### config.mk
export PLATFORM = sky130hd
export DESIGN_NAME = mirror_rank_offload_selector_top_flat
export DESIGN_NICKNAME = d
export VERILOG_FILES = /design/src/rtl/core/mros_pkg.sv /design/src/rtl/core/mros_ifs.sv /design/src/rtl/core/mros_dp.sv /design/src/rtl/core/mros_ctrl.sv /design/src/rtl/core/mirror_rank_offload_selector_top.sv /design/src/flat_wrapper.sv
export SDC_FILE = /design/constraint.sdc
export NUM_CORES = 2
export LEC_CHECK = 0
export BUFFER_PORTS_ARGS = -buffer_cell sky130_fd_sc_hd__buf_2
export CELL_PAD_IN_SITES_DETAIL_PLACEMENT = 1
export CELL_PAD_IN_SITES_GLOBAL_PLACEMENT = 2
export CORE_ASPECT_RATIO = 2
export CORE_MARGIN = 4
export CORE_UTILIZATION = 44
export CTS_CLUSTER_DIAMETER = 150
export CTS_CLUSTER_SIZE = 40
export DETAILED_ROUTE_END_ITERATION = 10
export PLACE_DENSITY = 0.83
export RECOVER_POWER = 25
export SYNTH_ARGS = -nofsm -noshare
export SYNTH_HDL_FRONTEND = slang
export SYNTH_SLANG_ARGS = --single-unit
### constraint.sdc
create_clock -name clk -period 9.8 [get_ports clk]
set_input_delay 2.45 -clock clk [delete_from_list [all_inputs] [get_ports clk]]
set_output_delay 2.45 -clock clk [all_outputs]
set_load 0.03 [all_outputs]
### src/rtl/core/mros_pkg.sv
`timescale 1ns / 1ps
// shared constants, codes and controller/datapath structs for the offload selector
package mros_pkg;

    localparam int MAX_RANKS = 64;
    localparam int RANK_W    = $clog2(MAX_RANKS);
    localparam int CNT_W     = RANK_W + 1;
    localparam int LOAD_W    = 31;
    localparam int REL_W     = 17;
    localparam int Q_SHIFT   = 16;
    localparam int PROD_W    = LOAD_W + REL_W;
    localparam int CFG_IDX_W = 2;

    localparam logic [CNT_W-1:0]  RANK_COUNT_RESET    = CNT_W'(1);
    localparam logic [RANK_W-1:0] OWN_RANK_RESET      = '0;
    localparam logic [LOAD_W-1:0] ABS_THRESHOLD_RESET = LOAD_W'(2);
    localparam logic [REL_W-1:0]  REL_THRESHOLD_RESET = '0;

    typedef enum logic [CFG_IDX_W-1:0] {
        CFG_RANK_COUNT    = 2'd0,
        CFG_OWN_RANK      = 2'd1,
        CFG_ABS_THRESHOLD = 2'd2,
        CFG_REL_THRESHOLD = 2'd3
    } cfg_idx_t;

    typedef enum logic {
        SWEEP_STATS  = 1'b0,
        SWEEP_SELECT = 1'b1
    } sweep_mode_t;

    typedef struct packed {
        logic        in_ready;
        logic        read_own;
        logic        capture_own;
        logic        sweep_start;
        logic        sweep_run;
        sweep_mode_t sweep_mode;
        logic        sel_init;
        logic        sel_advance;
        logic        mult_en;
        logic        mult_cur;
        logic        dec_fail;
        logic        dec_final;
        logic        out_load;
    } ctrl_cmd_t;

    typedef struct packed {
        logic set_done;
        logic own_out;
        logic sweep_done;
        logic pass_global;
        logic found;
        logic pass_pair;
        logic out_free;
    } dp_status_t;

endpackage

### src/rtl/core/mros_ifs.sv
`timescale 1ns / 1ps
// valid/ready channel interfaces for loads, results and configuration writes
interface mros_load_if;
    logic                        valid;
    logic                        ready;
    logic [mros_pkg::LOAD_W-1:0] load_value;

    modport source (output valid, output load_value, input ready);
    modport sink (input valid, input load_value, output ready);
endinterface

interface mros_result_if;
    logic                        valid;
    logic                        ready;
    logic                        offload;
    logic [mros_pkg::RANK_W-1:0] target_rank;

    modport source (output valid, output offload, output target_rank, input ready);
    modport sink (input valid, input offload, input target_rank, output ready);
endinterface

interface mros_cfg_if;
    logic                           valid;
    logic                           ready;
    logic [mros_pkg::CFG_IDX_W-1:0] index;
    logic [mros_pkg::LOAD_W-1:0]    data;

    modport source (output valid, output index, output data, input ready);
    modport sink (input valid, input index, input data, output ready);
endinterface

### src/rtl/core/mros_dp.sv
`timescale 1ns / 1ps
// datapath: config registers, load memory, sweep units, multiplier and result register
module mros_dp
(
    input  logic                clk,
    input  logic                rst_n,
    mros_load_if.sink           load_in,
    mros_result_if.source       result_out,
    mros_cfg_if.sink            cfg,
    input  mros_pkg::ctrl_cmd_t cmd,
    output mros_pkg::dp_status_t status
);

    logic [mros_pkg::CNT_W-1:0]  rank_count_reg;
    logic [mros_pkg::RANK_W-1:0] own_rank_reg;
    logic [mros_pkg::LOAD_W-1:0] abs_threshold_reg;
    logic [mros_pkg::REL_W-1:0]  rel_threshold_reg;
    logic [mros_pkg::CNT_W-1:0]  loaded_count_reg;

    logic [mros_pkg::LOAD_W-1:0] mem [mros_pkg::MAX_RANKS];
    logic [mros_pkg::LOAD_W-1:0] rd_data_reg;
    logic [mros_pkg::CNT_W-1:0]  rd_idx_reg;
    logic                        proc_valid_reg;
    logic [mros_pkg::RANK_W-1:0] proc_idx_reg;

    logic [mros_pkg::LOAD_W-1:0] cur_reg;
    logic [mros_pkg::LOAD_W-1:0] min_reg;
    logic [mros_pkg::LOAD_W-1:0] max_reg;
    logic [mros_pkg::RANK_W-1:0] pos_reg;

    logic [mros_pkg::RANK_W-1:0] other_pos_reg;
    logic [mros_pkg::RANK_W-1:0] step_reg;
    logic                        prev_valid_reg;
    logic [mros_pkg::LOAD_W-1:0] prev_val_reg;
    logic [mros_pkg::RANK_W-1:0] prev_idx_reg;
    logic                        best_valid_reg;
    logic [mros_pkg::LOAD_W-1:0] best_val_reg;
    logic [mros_pkg::RANK_W-1:0] best_idx_reg;

    logic [mros_pkg::PROD_W-1:0] product_reg;
    logic                        dec_off_reg;
    logic [mros_pkg::RANK_W-1:0] dec_tgt_reg;
    logic                        out_valid_reg;
    logic                        out_offload_reg;
    logic [mros_pkg::RANK_W-1:0] out_target_reg;

    logic [mros_pkg::CNT_W-1:0]  n_eff;
    logic [mros_pkg::CNT_W-1:0]  count_inc;
    logic                        in_fire;
    logic                        rd_issue;
    logic [mros_pkg::RANK_W-1:0] rd_addr;
    logic                        stats_proc;
    logic                        sel_proc;
    logic                        before_own;
    logic                        after_prev;
    logic                        take;
    logic [mros_pkg::LOAD_W-1:0] cur_minus_min;
    logic [mros_pkg::LOAD_W-1:0] span;
    logic [mros_pkg::LOAD_W-1:0] gap;
    logic                        span_rel_ok;
    logic [mros_pkg::LOAD_W-1:0] mult_op;

    always_comb
    begin
        if (rank_count_reg == '0)
        begin
            n_eff = mros_pkg::CNT_W'(1);
        end
        else if (rank_count_reg > mros_pkg::CNT_W'(mros_pkg::MAX_RANKS))
        begin
            n_eff = mros_pkg::CNT_W'(mros_pkg::MAX_RANKS);
        end
        else
        begin
            n_eff = rank_count_reg;
        end
    end

    // configuration
    assign cfg.ready = 1'b1;

    always_ff @(posedge clk or negedge rst_n)
    begin
        if (!rst_n)
        begin
            rank_count_reg    <= mros_pkg::RANK_COUNT_RESET;
            own_rank_reg      <= mros_pkg::OWN_RANK_RESET;
            abs_threshold_reg <= mros_pkg::ABS_THRESHOLD_RESET;
            rel_threshold_reg <= mros_pkg::REL_THRESHOLD_RESET;
        end
        else if (cfg.valid)
        begin
            unique case (mros_pkg::cfg_idx_t'(cfg.index))
                mros_pkg::CFG_RANK_COUNT:    rank_count_reg    <= cfg.data[mros_pkg::CNT_W-1:0];
                mros_pkg::CFG_OWN_RANK:      own_rank_reg      <= cfg.data[mros_pkg::RANK_W-1:0];
                mros_pkg::CFG_ABS_THRESHOLD: abs_threshold_reg <= cfg.data;
                mros_pkg::CFG_REL_THRESHOLD: rel_threshold_reg <= cfg.data[mros_pkg::REL_W-1:0];
            endcase
        end
    end

    // load capture
    assign load_in.ready   = cmd.in_ready;
    assign in_fire         = load_in.valid && cmd.in_ready;
    assign count_inc       = loaded_count_reg + mros_pkg::CNT_W'(1);
    assign status.set_done = in_fire && (count_inc >= n_eff);

    always_ff @(posedge clk or negedge rst_n)
    begin
        if (!rst_n)
        begin
            loaded_count_reg <= '0;
        end
        else if (in_fire)
        begin
            loaded_count_reg <= status.set_done ? '0 : count_inc;
        end
    end

    // load memory, one write and one registered read port
    assign rd_issue = cmd.sweep_run && (rd_idx_reg < n_eff);
    assign rd_addr  = cmd.read_own ? own_rank_reg : rd_idx_reg[mros_pkg::RANK_W-1:0];

    always_ff @(posedge clk)
    begin
        if (in_fire && (loaded_count_reg < mros_pkg::CNT_W'(mros_pkg::MAX_RANKS)))
        begin
            mem[loaded_count_reg[mros_pkg::RANK_W-1:0]] <= load_in.load_value;
        end
        rd_data_reg <= mem[rd_addr];
    end

    always_ff @(posedge clk or negedge rst_n)
    begin
        if (!rst_n)
        begin
            rd_idx_reg     <= '0;
            proc_valid_reg <= 1'b0;
        end
        else
        begin
            if (cmd.sweep_start)
            begin
                rd_idx_reg <= '0;
            end
            else if (rd_issue)
            begin
                rd_idx_reg <= rd_idx_reg + mros_pkg::CNT_W'(1);
            end
            proc_valid_reg <= rd_issue;
        end
    end

    always_ff @(posedge clk)
    begin
        proc_idx_reg <= rd_idx_reg[mros_pkg::RANK_W-1:0];
    end

    assign status.sweep_done = proc_valid_reg
        && ({1'b0, proc_idx_reg} == (n_eff - mros_pkg::CNT_W'(1)));

    // statistics sweep: minimum, maximum and sorted position of own rank
    assign stats_proc = proc_valid_reg && (cmd.sweep_mode == mros_pkg::SWEEP_STATS);
    assign before_own = (proc_idx_reg != own_rank_reg)
        && ((rd_data_reg < cur_reg)
            || ((rd_data_reg == cur_reg) && (proc_idx_reg < own_rank_reg)));

    always_ff @(posedge clk)
    begin
        if (cmd.capture_own)
        begin
            cur_reg <= rd_data_reg;
        end
        if (stats_proc && ((proc_idx_reg == '0) || (rd_data_reg < min_reg)))
        begin
            min_reg <= rd_data_reg;
        end
        if (stats_proc && ((proc_idx_reg == '0) || (rd_data_reg > max_reg)))
        begin
            max_reg <= rd_data_reg;
        end
        if (cmd.sweep_start && (cmd.sweep_mode == mros_pkg::SWEEP_STATS))
        begin
            pos_reg <= '0;
        end
        else if (stats_proc && before_own)
        begin
            pos_reg <= pos_reg + mros_pkg::RANK_W'(1);
        end
    end

    // selection sweep: next rank in sorted order after the previous pick
    assign sel_proc   = proc_valid_reg && (cmd.sweep_mode == mros_pkg::SWEEP_SELECT);
    assign after_prev = !prev_valid_reg || (rd_data_reg > prev_val_reg)
        || ((rd_data_reg == prev_val_reg) && (proc_idx_reg > prev_idx_reg));
    assign take       = after_prev && (!best_valid_reg || (rd_data_reg < best_val_reg));

    always_ff @(posedge clk or negedge rst_n)
    begin
        if (!rst_n)
        begin
            prev_valid_reg <= 1'b0;
            best_valid_reg <= 1'b0;
        end
        else
        begin
            if (cmd.sel_init)
            begin
                prev_valid_reg <= 1'b0;
            end
            else if (cmd.sel_advance)
            begin
                prev_valid_reg <= 1'b1;
            end
            if (cmd.sweep_start)
            begin
                best_valid_reg <= 1'b0;
            end
            else if (sel_proc && take)
            begin
                best_valid_reg <= 1'b1;
            end
        end
    end

    always_ff @(posedge clk)
    begin
        if (cmd.sel_init)
        begin
            step_reg      <= '0;
            other_pos_reg <= mros_pkg::RANK_W'(n_eff - {1'b0, pos_reg} - mros_pkg::CNT_W'(1));
        end
        else if (cmd.sel_advance)
        begin
            step_reg     <= step_reg + mros_pkg::RANK_W'(1);
            prev_val_reg <= best_val_reg;
            prev_idx_reg <= best_idx_reg;
        end
        if (sel_proc && take)
        begin
            best_val_reg <= rd_data_reg;
            best_idx_reg <= proc_idx_reg;
        end
    end

    assign status.found = (step_reg == other_pos_reg);

    // shared threshold multiplier
    assign mult_op = cmd.mult_cur ? cur_reg : max_reg;

    always_ff @(posedge clk)
    begin
        if (cmd.mult_en)
        begin
            product_reg <= mros_pkg::PROD_W'(rel_threshold_reg) * mros_pkg::PROD_W'(mult_op);
        end
    end

    // threshold checks
    assign cur_minus_min = cur_reg - min_reg;
    assign span          = max_reg - min_reg;
    assign gap           = cur_reg - best_val_reg;
    assign span_rel_ok   = (max_reg == '0) ? (rel_threshold_reg == '0)
        : (mros_pkg::PROD_W'({span, {mros_pkg::Q_SHIFT{1'b0}}}) >= product_reg);

    assign status.own_out     = ({1'b0, own_rank_reg} >= n_eff);
    assign status.pass_global = (cur_minus_min >= abs_threshold_reg) && span_rel_ok
        && ({pos_reg, 1'b0} >= n_eff);
    assign status.pass_pair   = (best_val_reg < cur_reg) && (gap >= abs_threshold_reg)
        && (mros_pkg::PROD_W'({gap, {mros_pkg::Q_SHIFT{1'b0}}}) >= product_reg);

    // decision and output register
    always_ff @(posedge clk)
    begin
        if (cmd.dec_fail)
        begin
            dec_off_reg <= 1'b0;
            dec_tgt_reg <= '0;
        end
        else if (cmd.dec_final)
        begin
            dec_off_reg <= status.pass_pair;
            dec_tgt_reg <= status.pass_pair ? best_idx_reg : '0;
        end
        if (cmd.out_load)
        begin
            out_offload_reg <= dec_off_reg;
            out_target_reg  <= dec_tgt_reg;
        end
    end

    always_ff @(posedge clk or negedge rst_n)
    begin
        if (!rst_n)
        begin
            out_valid_reg <= 1'b0;
        end
        else if (cmd.out_load)
        begin
            out_valid_reg <= 1'b1;
        end
        else if (result_out.ready)
        begin
            out_valid_reg <= 1'b0;
        end
    end

    assign status.out_free        = !out_valid_reg || result_out.ready;
    assign result_out.valid       = out_valid_reg;
    assign result_out.offload     = out_offload_reg;
    assign result_out.target_rank = out_target_reg;

endmodule

### src/rtl/core/mros_ctrl.sv
`timescale 1ns / 1ps
// controller state machine sequencing capture, sweeps, checks and result hand-off
module mros_ctrl
(
    input  logic                 clk,
    input  logic                 rst_n,
    input  mros_pkg::dp_status_t status,
    output mros_pkg::ctrl_cmd_t  cmd
);

    typedef enum logic [10:0] {
        ST_IDLE       = 11'b000_0000_0001,
        ST_START      = 11'b000_0000_0010,
        ST_OWN_WAIT   = 11'b000_0000_0100,
        ST_STATS      = 11'b000_0000_1000,
        ST_MULT_SPAN  = 11'b000_0001_0000,
        ST_CHECK_SPAN = 11'b000_0010_0000,
        ST_SEL_SWEEP  = 11'b000_0100_0000,
        ST_SEL_NEXT   = 11'b000_1000_0000,
        ST_MULT_PAIR  = 11'b001_0000_0000,
        ST_CHECK_PAIR = 11'b010_0000_0000,
        ST_RESULT     = 11'b100_0000_0000
    } state_t;

    state_t state_reg;
    state_t state_next;

    always_ff @(posedge clk or negedge rst_n)
    begin
        if (!rst_n)
        begin
            state_reg <= ST_IDLE;
        end
        else
        begin
            state_reg <= state_next;
        end
    end

    always_comb
    begin
        state_next = state_reg;
        cmd        = '0;
        cmd.sweep_mode = mros_pkg::SWEEP_STATS;
        unique case (state_reg)
            ST_IDLE:
            begin
                cmd.in_ready = 1'b1;
                if (status.set_done)
                begin
                    state_next = ST_START;
                end
            end
            ST_START:
            begin
                if (status.own_out)
                begin
                    cmd.dec_fail = 1'b1;
                    state_next   = ST_RESULT;
                end
                else
                begin
                    cmd.read_own = 1'b1;
                    state_next   = ST_OWN_WAIT;
                end
            end
            ST_OWN_WAIT:
            begin
                cmd.capture_own = 1'b1;
                cmd.sweep_start = 1'b1;
                state_next      = ST_STATS;
            end
            ST_STATS:
            begin
                cmd.sweep_run = 1'b1;
                if (status.sweep_done)
                begin
                    state_next = ST_MULT_SPAN;
                end
            end
            ST_MULT_SPAN:
            begin
                cmd.mult_en = 1'b1;
                state_next  = ST_CHECK_SPAN;
            end
            ST_CHECK_SPAN:
            begin
                if (status.pass_global)
                begin
                    cmd.sel_init    = 1'b1;
                    cmd.sweep_start = 1'b1;
                    cmd.sweep_mode  = mros_pkg::SWEEP_SELECT;
                    state_next      = ST_SEL_SWEEP;
                end
                else
                begin
                    cmd.dec_fail = 1'b1;
                    state_next   = ST_RESULT;
                end
            end
            ST_SEL_SWEEP:
            begin
                cmd.sweep_run  = 1'b1;
                cmd.sweep_mode = mros_pkg::SWEEP_SELECT;
                if (status.sweep_done)
                begin
                    state_next = ST_SEL_NEXT;
                end
            end
            ST_SEL_NEXT:
            begin
                cmd.sweep_mode = mros_pkg::SWEEP_SELECT;
                if (status.found)
                begin
                    state_next = ST_MULT_PAIR;
                end
                else
                begin
                    cmd.sel_advance = 1'b1;
                    cmd.sweep_start = 1'b1;
                    state_next      = ST_SEL_SWEEP;
                end
            end
            ST_MULT_PAIR:
            begin
                cmd.mult_en  = 1'b1;
                cmd.mult_cur = 1'b1;
                state_next   = ST_CHECK_PAIR;
            end
            ST_CHECK_PAIR:
            begin
                cmd.dec_final = 1'b1;
                state_next    = ST_RESULT;
            end
            ST_RESULT:
            begin
                if (status.out_free)
                begin
                    cmd.out_load = 1'b1;
                    state_next   = ST_IDLE;
                end
            end
            default:
            begin
                state_next = ST_IDLE;
            end
        endcase
    end

endmodule

### src/rtl/core/mirror_rank_offload_selector_top.sv
`timescale 1ns / 1ps
// top level of the mirror rank offload selector
//
// load_in carries one rank load per transaction, ranks in index order. Loads
// that do not complete a set are accepted back to back and give no result. The
// transaction that brings the count up to rank_count starts one decision:
// the block reads its own rank, sweeps the load memory once for minimum,
// maximum and own sorted position, checks the thresholds through one shared
// multiplier, then finds the mirror rank by repeated selection sweeps, up to
// n/2 for n ranks; every sweep reads the ranks one by one through the single
// load memory read port. An out-of-range own_rank skips every step and a
// threshold reject skips the selection sweeps.
// result_out gives one transaction per decision from an output register;
// load_in stays ready while that result waits, until the next set completes.
// A stalled receiver holds the block in its final state with load_in not ready.
// cfg is always ready; index selects rank_count, own_rank, abs_threshold,
// rel_threshold, to be written only while no decision is in progress (the
// block does not enforce this). Reset restores the register defaults,
// clears the load count and the output; the load memory is not cleared.
module mirror_rank_offload_selector_top
(
    input  logic          clk,
    input  logic          rst_n,
    mros_load_if.sink     load_in,
    mros_result_if.source result_out,
    mros_cfg_if.sink      cfg
);

    mros_pkg::ctrl_cmd_t  cmd;
    mros_pkg::dp_status_t status;

    mros_ctrl u_ctrl
    (
        .clk    (clk),
        .rst_n  (rst_n),
        .status (status),
        .cmd    (cmd)
    );

    mros_dp u_dp
    (
        .clk        (clk),
        .rst_n      (rst_n),
        .load_in    (load_in),
        .result_out (result_out),
        .cfg        (cfg),
        .cmd        (cmd),
        .status     (status)
    );

endmodule

### src/flat_wrapper.sv
// flat-port wrapper written by rule: the top's interface ports become plain ports
module mirror_rank_offload_selector_top_flat 
  (clk, rst_n, load_in_valid, load_in_load_value, load_in_ready, result_out_valid, result_out_offload, result_out_target_rank, result_out_ready, cfg_valid, cfg_index, cfg_data, cfg_ready);
  mros_load_if load_in_i ();
  mros_result_if result_out_i ();
  mros_cfg_if cfg_i ();
  input  logic clk;
  input  logic rst_n;
  input wire logic [$bits(load_in_i.valid)-1:0] load_in_valid;
  input wire logic [$bits(load_in_i.load_value)-1:0] load_in_load_value;
  output wire logic [$bits(load_in_i.ready)-1:0] load_in_ready;
  output wire logic [$bits(result_out_i.valid)-1:0] result_out_valid;
  output wire logic [$bits(result_out_i.offload)-1:0] result_out_offload;
  output wire logic [$bits(result_out_i.target_rank)-1:0] result_out_target_rank;
  input wire logic [$bits(result_out_i.ready)-1:0] result_out_ready;
  input wire logic [$bits(cfg_i.valid)-1:0] cfg_valid;
  input wire logic [$bits(cfg_i.index)-1:0] cfg_index;
  input wire logic [$bits(cfg_i.data)-1:0] cfg_data;
  output wire logic [$bits(cfg_i.ready)-1:0] cfg_ready;
  assign load_in_i.valid = load_in_valid;
  assign load_in_i.load_value = load_in_load_value;
  assign load_in_ready = load_in_i.ready;
  assign result_out_valid = result_out_i.valid;
  assign result_out_offload = result_out_i.offload;
  assign result_out_target_rank = result_out_i.target_rank;
  assign result_out_i.ready = result_out_ready;
  assign cfg_i.valid = cfg_valid;
  assign cfg_i.index = cfg_index;
  assign cfg_i.data = cfg_data;
  assign cfg_ready = cfg_i.ready;
  mirror_rank_offload_selector_top u_core (.clk(clk), .rst_n(rst_n), .load_in(load_in_i), .result_out(result_out_i), .cfg(cfg_i));
endmodule
==> impl_metrics.toml <==
[status]
outcome = "complete, but fails checks"
violations = "max-capacitance violations, max-slew violations"

[setup_path]
path_buf_inv = 9
reg2reg_depth = 31
path_depth = 31
cpMaxStageDelayCell = "or4_4"
crit_path_max_incr_delay_ns = 0.58
critPathMaxFanout = 62
crit_path_frequent_cell = "fa_1"
worstSetupPathType = "reg2reg"
crit_end = "u_core.u_dp.product_reg[47]$_DFFE_PP_"
worstSetupStartpoint = "u_core.u_ctrl.state_reg[10]$_DFFE_PN0P_"
cp.arrival_ns = 9.96
r2r_slack_ns = 0.36
reg2reg_to = "u_core.u_dp.product_reg[47]$_DFFE_PP_"
startpoint_type = "flop"
crit_path_end_kind = "flop"
critPathTopFamily = "adder cells"
cp.required_ns = 10.32
r2r-start = "u_core.u_ctrl.state_reg[10]$_DFFE_PN0P_"

[route]
drc = 0
drt-pass1-iter-count = 6
vias = 82300
wirelength_microns = 409000
drt_iter0_drc = 6308
vias_per_cell = 5.88
postRouteAntennaNets = 0
wl_per_cell_microns = 29.2

[timing]
maxSlewHeadroom_pct = -160
setup_tns_ns = 0
fin_skew_ns = 0.0478
period_needed_ns = 9.44
setup_slack_ns = 0.361
slew_violations = 1725
rsz0062_at_grt = "false"
post-route-period-util_pct = 96.3
worst_slew_pin_slew_ns = 3.90
max_freq_mhz = 106
finalSetupViolCount = 0
whs_ns = 0.454
finalHoldViolCount = 0

[global_route]
grt_pass1_vias = 89000
grt_pass1_wl_microns = 588000
grt_max_degree = 143
grt_remaining_overflow = 0
antenna_found_initial = 52
grtUsageTotal_pct = 28.8

[cells_and_area]
final_nets = 11300
num-fill-cells = 28500
drive_above_1_share_pct = 5.45
largest_reg_flops = 1984
design_area_sq_mm = 0.127
area_growth_pct = 6.55
finish.utilization_pct = 47.2

[flow_run]
drv_cap = 27

[floorplanning]
die_x_microns = 376
boundaryPins = 79
start_util_pct = 44.3
die_height_microns = 744
fp.coreArea_sq_mm = 0.269
rows = 269
die_area_sq_mm = 0.279

[clock_network]
cts_sinks = 2358
cts_tree = "done"
clockRootBuffer = "clkbuf_16"
cts_buffer_depth = 3
clk_pin_slew_ns = 0.17
clock_latency_ns = 0.76
ctsHtreeMaxLevel = 3
cts_inserted_buffers = 68

[power]
ir_drop_uv = 655
p_per_area_mw_per_mm2 = 321
p_leak_nw = 48.4

[synth]
synthCells = 10400
synth_nets = 11400
ys_warn_count = 0
synth_cell_types = 85
synth_area_sq_mm = 0.119
synthFlopType = "edfxtp_1"
syn_area_per_cell_sq_um = 11.4
async_flop_share_pct = 3.82
synth_edf_count = 2212
synth_seq_area_share_pct = 58.6
synth-seq-cells = 2358

[placed_design]
placed_cell_area_sq_mm = 0.125
dpl_worst_slack_ns = 0.351
io_buffer_count = 77
place_congestion = 0.937
dp_hpwl_microns = 282000

[hold_path]
hold_path.class = "reg2reg"
-- cell families (layout without fill, tap and decap cells) --
group,count (synthesis),after routing,synth area share [%]
flops,2358,2358,58.6
buf+inv,1297,1233,4.29
xor+xnor,152,152,1.12
simple gates,4770,4770,18.0
fa+ha+maj,975,975,13.0
mux,78,78,0.745
compound gates,766,766,4.18
other cells,1,154,0.00315
-- stage by stage --
step | power, W | std cells
floorplan | 0.0279 | 10400
CTS | 0.0406 | 13900
global placement | 0.0357 | 13800
finish | 0.0407 | 14000
global route | 0.0433 | 14000
detailed placement | 0.0362 | 13800
-- how the worst min path moves through the flow --
| stage | startpoint | to | slack [ns] | cells after the start |
|---|---|---|---|---|
| floorplan | u_core.u_dp.rd_idx_reg[2]$_DFFE_PN0P_ | u_core.u_dp.proc_idx_reg[2]$_DFF_P_ | 0.37 | 0 |
| global placement | u_core.u_dp.dec_off_reg$_SDFFE_PP0N_ | u_core.u_dp.result_out.offload$_DFFE_PP_ | 0.43 | 0 |
| detailed placement | u_core.u_dp.dec_off_reg$_SDFFE_PP0N_ | u_core.u_dp.result_out.offload$_DFFE_PP_ | 0.42 | 0 |
| CTS | u_core.u_dp.best_val_reg[10]$_DFFE_PP_ | u_core.u_dp.prev_val_reg[10]$_DFFE_PP_ | 0.45 | 0 |
| global route | u_core.u_dp.best_val_reg[23]$_DFFE_PP_ | u_core.u_dp.prev_val_reg[23]$_DFFE_PP_ | 0.46 | 0 |
| finish | u_core.u_dp.best_val_reg[10]$_DFFE_PP_ | u_core.u_dp.prev_val_reg[10]$_DFFE_PP_ | 0.45 | 0 |
-- power breakdown --
group          leakage, nW  switching (W)  internal, W  total, W
Sequential            21.5       0.000474       0.0123    0.0128
Clock                0.931        0.00290      0.00140   0.00430
Combinational         26.0         0.0148      0.00880    0.0236
Total                 48.4         0.0182       0.0225    0.0407
-- cell type report --
cell class / count / area, sq um / area share, %
Clock buffer: 98 / 1920 / 1.51
Sequential cell: 2358 / 69800 / 55.0
Multi-Input combinational cell: 6742 / 44900 / 35.4
Inverter: 812 / 3050 / 2.40
Clock inverter: 1 / 3.75 / 0.00296
Antenna cell: 153 / 383 / 0.302
Timing Repair Buffer: 322 / 2380 / 1.88
Tap cell: 3523 / 4410 / 3.48
-- synth_stat cells, drive strengths merged, types with 7 or more instances --
library cell	count	share of area (%)
a2111oi	11	0.082
and2	209	1.1
a211oi	23	0.15
o21bai	24	0.15
a211o	9	0.066
nand3b	13	0.082
xnor2	99	0.73
dfxtp	56	0.94
o21a	33	0.21
inv	810	2.6
nor2	221	0.70
edfxtp	2212	56
nor4	26	0.15
a22o	7	0.052
nand4	228	1.2
a31oi	76	0.40
nor3	54	0.23
o21ai	146	0.61
a21oi	188	0.79
and3	26	0.14
or3	14	0.074
a221oi	12	0.088
or2	12	0.063
xor2	53	0.39
a21o	152	0.96
a21boi	7	0.044
nand2	2485	7.8
ha	537	5.6
mux2i	12	0.11
nor2b	43	0.23
a31o	8	0.059
nand3	1341	5.6
nand2b	44	0.23
or4	35	0.22
o31ai	12	0.099
fa	438	7.4
o211ai	11	0.069
mux2	66	0.63
dfrtp	87	1.8
clkbuf	334	1.1
o41ai	7	0.052
buf	151	0.67
-- placed cells by master (no fill, tap or decap), drive strengths merged, types with 66 or more instances in the layout --
cell type and count:
edfxtp 2212, buf 293, mux2 66, dfrtp 87
and2 209, a31oi 76, nor2 221, a21o 152
diode 153, nand3 1341, xnor2 99, fa 438
ha 537, nand4 228, nand2 2485, o21ai 146
clkbuf 127, a21oi 188, inv 810
-- routing by layer --
metal  GRT usage (%)  part of all wire (%)  vias to the layer above
met5               0                 0.047                        -
li1                -                     -                    35900
met3            2.73                   4.0                     1043
met2            54.7                    54                     2591
met4            22.4                   9.4                       30
met1            28.3                    33                    42700
-- timing repair --
item / 4_1_cts / 5_1_grt
setup buffers: 0 / 0
hold buffers: 0 / 0
resized for setup: 0 / 2
hold endpoints to repair: 0 / 0
setup endpoints to repair: 0 / 4
(Power assumes the default switching activity.)
